<file path="src/hdl/vrp_pkg.sv">
// ----------------------------------------------------------------------------
// vrp_pkg
// Shared types and constants for the vertex rotate and project pipeline.
// ----------------------------------------------------------------------------
`default_nettype none

package vrp_pkg;

  localparam int FRAC_BITS = 8;
  localparam int CRD_W     = 24;
  localparam int PIX_W     = 16;
  localparam int DIV_STEPS = 16;
  localparam int REM_W     = 42;
  localparam int ROUND_SH  = 30;

  // Q2.30 rotation coefficients, row major
  localparam logic signed [31:0] ROT_M [3][3] = '{
    '{32'sd1073634453, -32'sd10629337,   32'sd10843536},
    '{32'sd10736702,    32'sd1073635527, -32'sd10629337},
    '{-32'sd10737239,   32'sd10736702,   32'sd1073634453}
  };

  localparam logic [15:0] FOCAL_RST = 16'd1500;
  localparam logic [15:0] PIVOT_RST = 16'd275;
  localparam logic [11:0] CTR_X_RST = 12'd720;
  localparam logic [11:0] CTR_Y_RST = 12'd460;

  typedef enum logic [1:0] {
    REG_FOCAL = 2'd0,
    REG_PIVOT = 2'd1,
    REG_CTR_X = 2'd2,
    REG_CTR_Y = 2'd3
  } vrp_reg_t;

  typedef struct packed {
    logic signed [CRD_W-1:0] coord_x;
    logic signed [CRD_W-1:0] coord_y;
    logic signed [CRD_W-1:0] coord_z;
  } vrp_in_t;

  typedef struct packed {
    logic signed [PIX_W-1:0] pixel_x;
    logic signed [PIX_W-1:0] pixel_y;
    logic                    behind_camera;
    logic signed [CRD_W-1:0] rotated_x;
    logic signed [CRD_W-1:0] rotated_y;
    logic signed [CRD_W-1:0] rotated_z;
  } vrp_out_t;

  // One slot of the divider chain: both axes share one divisor
  typedef struct packed {
    logic                    valid;
    logic [REM_W-1:0]        rem_x;
    logic [REM_W-1:0]        rem_y;
    logic [REM_W-1:0]        dsh;
    logic [PIX_W-1:0]        q_x;
    logic [PIX_W-1:0]        q_y;
    logic                    neg_x;
    logic                    neg_y;
    logic                    ovf_x;
    logic                    ovf_y;
    logic                    behind;
    logic signed [CRD_W-1:0] rot_x;
    logic signed [CRD_W-1:0] rot_y;
    logic signed [CRD_W-1:0] rot_z;
  } vrp_div_t;

endpackage

`default_nettype wire

</file>
<file path="src/hdl/vrp_div_stage.sv">
// ----------------------------------------------------------------------------
// vrp_div_stage
// One restoring-division step for both projection axes, registered.
// ----------------------------------------------------------------------------
`default_nettype none

module vrp_div_stage (
  input  wire logic              clk,
  input  wire logic              rst_n,
  input  wire vrp_pkg::vrp_div_t d_in,
  output vrp_pkg::vrp_div_t      d_out
);

  vrp_pkg::vrp_div_t slot_r;
  vrp_pkg::vrp_div_t slot_nxt;
  logic [vrp_pkg::REM_W-1:0] half;
  logic                      bit_x;
  logic                      bit_y;

  // Halve the shifted divisor, then subtract where it fits
  always_comb begin
    half          = d_in.dsh >> 1;
    bit_x         = d_in.rem_x >= half;
    bit_y         = d_in.rem_y >= half;
    slot_nxt      = d_in;
    slot_nxt.dsh  = half;
    slot_nxt.rem_x = bit_x ? d_in.rem_x - half : d_in.rem_x;
    slot_nxt.rem_y = bit_y ? d_in.rem_y - half : d_in.rem_y;
    slot_nxt.q_x  = {d_in.q_x[vrp_pkg::PIX_W-2:0], bit_x};
    slot_nxt.q_y  = {d_in.q_y[vrp_pkg::PIX_W-2:0], bit_y};
  end

  always_ff @(posedge clk) begin
    if (!rst_n) begin
      slot_r <= '0;
    end else begin
      slot_r <= slot_nxt;
    end
  end

  assign d_out = slot_r;

endmodule

`default_nettype wire

</file>
<file path="config.mk">
export PLATFORM = sky130hd
export DESIGN_NAME = vrp_div_stage
export DESIGN_NICKNAME = d
export VERILOG_FILES = /design/src/hdl/vrp_pkg.sv /design/src/hdl/vrp_div_stage.sv
export SDC_FILE = /design/constraint.sdc
export NUM_CORES = 1
export LEC_CHECK = 0
export BUFFER_PORTS_ARGS = -buffer_cell sky130_fd_sc_hd__buf_4
export CORE_AREA = 2 2 185 187
export CTS_CLUSTER_DIAMETER = 30
export DETAILED_ROUTE_END_ITERATION = 12
export DIE_AREA = 0 0 187 189
export GPL_TIMING_DRIVEN = 0
export MAX_ROUTING_LAYER = met4
export SLEW_MARGIN = 5
export SYNTH_ARGS = -nofsm -noshare
export SYNTH_HDL_FRONTEND = slang
export SYNTH_SLANG_ARGS = --single-unit
</file>
<file path="constraint.sdc">
create_clock -name clk -period 4.7 [get_ports clk]
set_input_delay 0 -clock clk [delete_from_list [all_inputs] [get_ports clk]]
set_output_delay 0 -clock clk [all_outputs]
set_load 0.02 [all_outputs]
</file>
==> Flow_metrics.wiki <==
{| class="wikitable"
! Metric !! Value
|-
| Hpwl dp || roughly 40 mm
|-
| Setup-violating endpoint count in the final report || 0
|-
| Weighted congestion at the end of routability-driven global placement || slightly above 0.9
|-
| Number of nets with antenna violations after routing || 0
|-
| Pin count of the biggest net entering global routing || 15
|-
| Drt first-iter violations || ~640
|-
| Number of antenna violations at the first check in global routing || 9
|-
| Ranking of synthesized cells by area || dfxtp_1, ha_1, and2_1, a21oi_1, nand2_1
|-
| Number of buffers added on ports || 469
|-
| Post-layout total power || around 8 mW
|-
| Biggest fanout along the worst timing path || 10
|-
| Cell Chain, Critical Path || dlygate4sd3_1 > buf_4 > inv_1 > ha_1 > nand4_1 > nor4_1 > nand4_1 > o21ai_1 > a221oi_1 > a31o_1 > a41oi_2 > clkbuf_1 > nand4_1 > o211ai_1 > dlygate4sd3_1
|-
| Netlist area before placement || around 0.012 mm2
|-
| Outcome || complete, no violations
|-
| Residual DRC count || 0
|-
| Filler Cell Count || roughly 2,800
|-
| Congestion Overflow GR || 0
|-
| Max Clk Rate || around 260 MHz
|-
| Pins Over Slew Limit || 0
|-
| Area added between synthesis and finish || 72.5%
|-
| Power density over the cells || ~390 mW/mm2
|-
| CTS Root Buffer Type || clkbuf_16
|-
| Finished Layout Cells || roughly 2,600
|-
| Max_cap viols || 0
|-
| Bufs and invs on worst path || 5
|-
| Post-synthesis sequential area ratio || about two fifths
|-
| Post-Place Cells || 2,282
|-
| Die height || 189 um
|-
| Vias post-DR || roughly 13,000
|-
| Leak Pwr || 9.49 nW
|-
| Final core utilization || 59.8%
|-
| Detail-routed net length per standard cell || roughly 20 um
|-
| Top Ports || roughly 470
|-
| CP Data Arrival Time || 4340 ps
|-
| Portion of synthesized cell area occupied by the leading cell type || between 40 and 50%
|-
| Dominant register cell in the synthesized netlist || dfxtp_1
|-
| Number of buffers added for setup after CTS || 0
|-
| Critical path's most frequent cell || nand4_1
|-
| Area of the core || about 0.033 mm2
|-
| Type of element capturing the critical path || flop
|-
| Aggregate global-route resource usage || between 20 and 30%
|-
| Number of enable-type register cells in the synthesized netlist || 0
|-
| Die boundary width || around 190 um
|-
| Final critical path time including I/O delays and setup || slightly below 4000 ps
|-
| Gate count after technology mapping || roughly 1,400
|-
| Proportion of layout cells with a drive suffix above 1 || between 20% and 30%
|-
| Post-synth net total || 1,687
|-
| Clock transition at the register clock pins on the worst setup and hold paths after CTS || roughly 50 ps
|-
| Final-report hold violation count || 0
|-
| Clock buffer depth || 3
|-
| Slowest cell delay on critical path || about 600 ps
|-
| Number of global-route vias before repair || approximately 13,000
|-
| Critical setup path kind || in2reg
|-
| Setup repair after global routing missed its margin || false
|-
| Cell family with most CP delay || buffers and inverters
|-
| Effective utilization at floorplan || roughly a third
|-
| H-tree levels || 2
|-
| Synth Warn # || 0
|-
| Cell type of the slowest stage on the worst timing path || dlygate4sd3_1
|-
| Tightest slew margin relative to the limit || about 43%
|-
| Start point of the worst min-delay path || rst_n
|-
| Inserted Clock Buffers || 52
|-
| Routed via count divided by cell count || slightly below 5
|-
| Setup total negative slack || 0 ps
|-
| Required arrival time at the worst endpoint || between 5000 and 6000 ps
|-
| Crit path from || d_in[134]
|-
| Cells resized by post-CTS repair || 0
|-
| Part of the cycle the worst path needs || between 80% and 90%
|-
| Wire length of the first global-routing pass || roughly 78 mm
|-
| Startpoint types || input pin
|-
| Nets || ~2,500
|-
| Post-CTS Hold Fix Bufs || approximately 250
|-
| Clock sink count || between 200 and 250
|-
| Class of the tightest hold or removal check || in2reg
|-
| TritonCTS clock tree || yes
|-
| Share of synthesized flip-flops with an asynchronous set or reset || 0%
|-
| IR Drop Worst-Case VDD || a little over 300 uV
|-
| Aggregate routed wire length || 52.8 mm
|-
| Yosys top cell by area || dfxtp_1
|-
| Worst-margin pin slew || ~860 ps
|-
| Max reg flops || 235
|-
| Router iterations before antenna repair || 7
|-
| Post-synthesis cell type count || 68
|-
| FF+latch count, synth || 235
|-
| Die area || ~0.035 mm2
|-
| Average cell area after synthesis || 8.45 um2
|-
| Site Rows || between 60 and 70
|}
==> cell usage in the layout (no fill, tap or decap), drive strengths merged, types with 45 or more instances in the layout <==
cell type and n:
dfxtp 235, and2 115, nor2 97, buf 496, nand2 169, a21oi 143
ha 82, inv 86, clkbuf 101, o21ai 50, dlygate4sd3 245, a21o 45
==> path summary, 6_finish.rpt <==
check                   endpoint  cells after the start
worst min-delay path   d_out[71]                      3
worst max-delay path  d_out[233]                     15
==> routing by layer <==
layer	track usage, %	vias to the layer above	wire length [um]
li1	-	6249	-
met1	35.1	5960	22500
met2	51.2	485	25600
met3	5.60	96	3080
met5	-	-	0
met4	9.77	0	1660
==> cell type report <==
type                    count  area [um2]  share of cell area [%]
multi-input cells         991        6280                    31.5
repair buffers            714        5970                    30.0
well taps                 448         561                    2.82
flip-flops and latches    235        4700                    23.6
diodes                      7        17.5                  0.0880
inverters                  70         263                    1.32
plain buffers              69         293                    1.47
clock inverters            38         432                    2.17
clock buffers              59        1390                    6.97
==> synthesized netlist by cell type, types with 4 or more instances <==
| cell | instances |
|---|---|
| and4_1 | 4 |
| nand4_1 | 22 |
| and2_1 | 115 |
| ha_1 | 82 |
| nor4_1 | 6 |
| o31ai_1 | 4 |
| a211o_1 | 4 |
| nor2_1 | 97 |
| o21bai_1 | 14 |
| inv_1 | 69 |
| and3_1 | 6 |
| nand2_1 | 169 |
| buf_2 | 21 |
| buf_1 | 4 |
| a31oi_1 | 10 |
| nor2b_1 | 10 |
| o21a_1 | 6 |
| o211ai_1 | 5 |
| nand3_1 | 28 |
| nor3_1 | 13 |
| xor2_1 | 25 |
| a21oi_1 | 142 |
| xnor2_1 | 43 |
| clkbuf_1 | 42 |
| or3_1 | 9 |
| a21o_1 | 45 |
| a211oi_1 | 21 |
| o21ai_1 | 12 |
| o21ai_0 | 38 |
| nand2b_1 | 7 |
| dfxtp_1 | 235 |
==> per-stage QoR <==
step                setup slack, ps  hold slack, ps  area, um2
finish                          855            10.3      19900
global route                    634            45.6      19900
CTS                             882            3.69      19900
detailed placement             1170             211      15600
global placement               1150             208      15600
floorplan                      2130             127      11500
==> power breakdown <==
| group | total [mW] | internal, mW | leakage, nW | switching [mW] |
|---|---|---|---|---|
| combinational | 1.90 | 0.850 | 6.65 | 1.05 |
| clock | 3.71 | 2.44 | 0.887 | 1.28 |
| sequential | 2.22 | 2.17 | 1.96 | 0.0544 |
| total | 7.84 | 5.45 | 9.49 | 2.38 |
==> logic make-up (layout without fill, tap and decap cells) <==
family                     Yosys count  in the layout  synth area share (%)
and+or+nand+nor                    494            494                  20.8
AOI/OAI and AO/OA                  341            341                  18.9
DFF                                235            235                  40.8
buffers and inverters              139            950                  4.81
adders and majority gates           84             84                  9.24
xor gates and xnor gates            68             68                  5.16
muxes                                3              3                 0.260
other                                1              8                0.0325
Power figures use the tool's default switching activity.
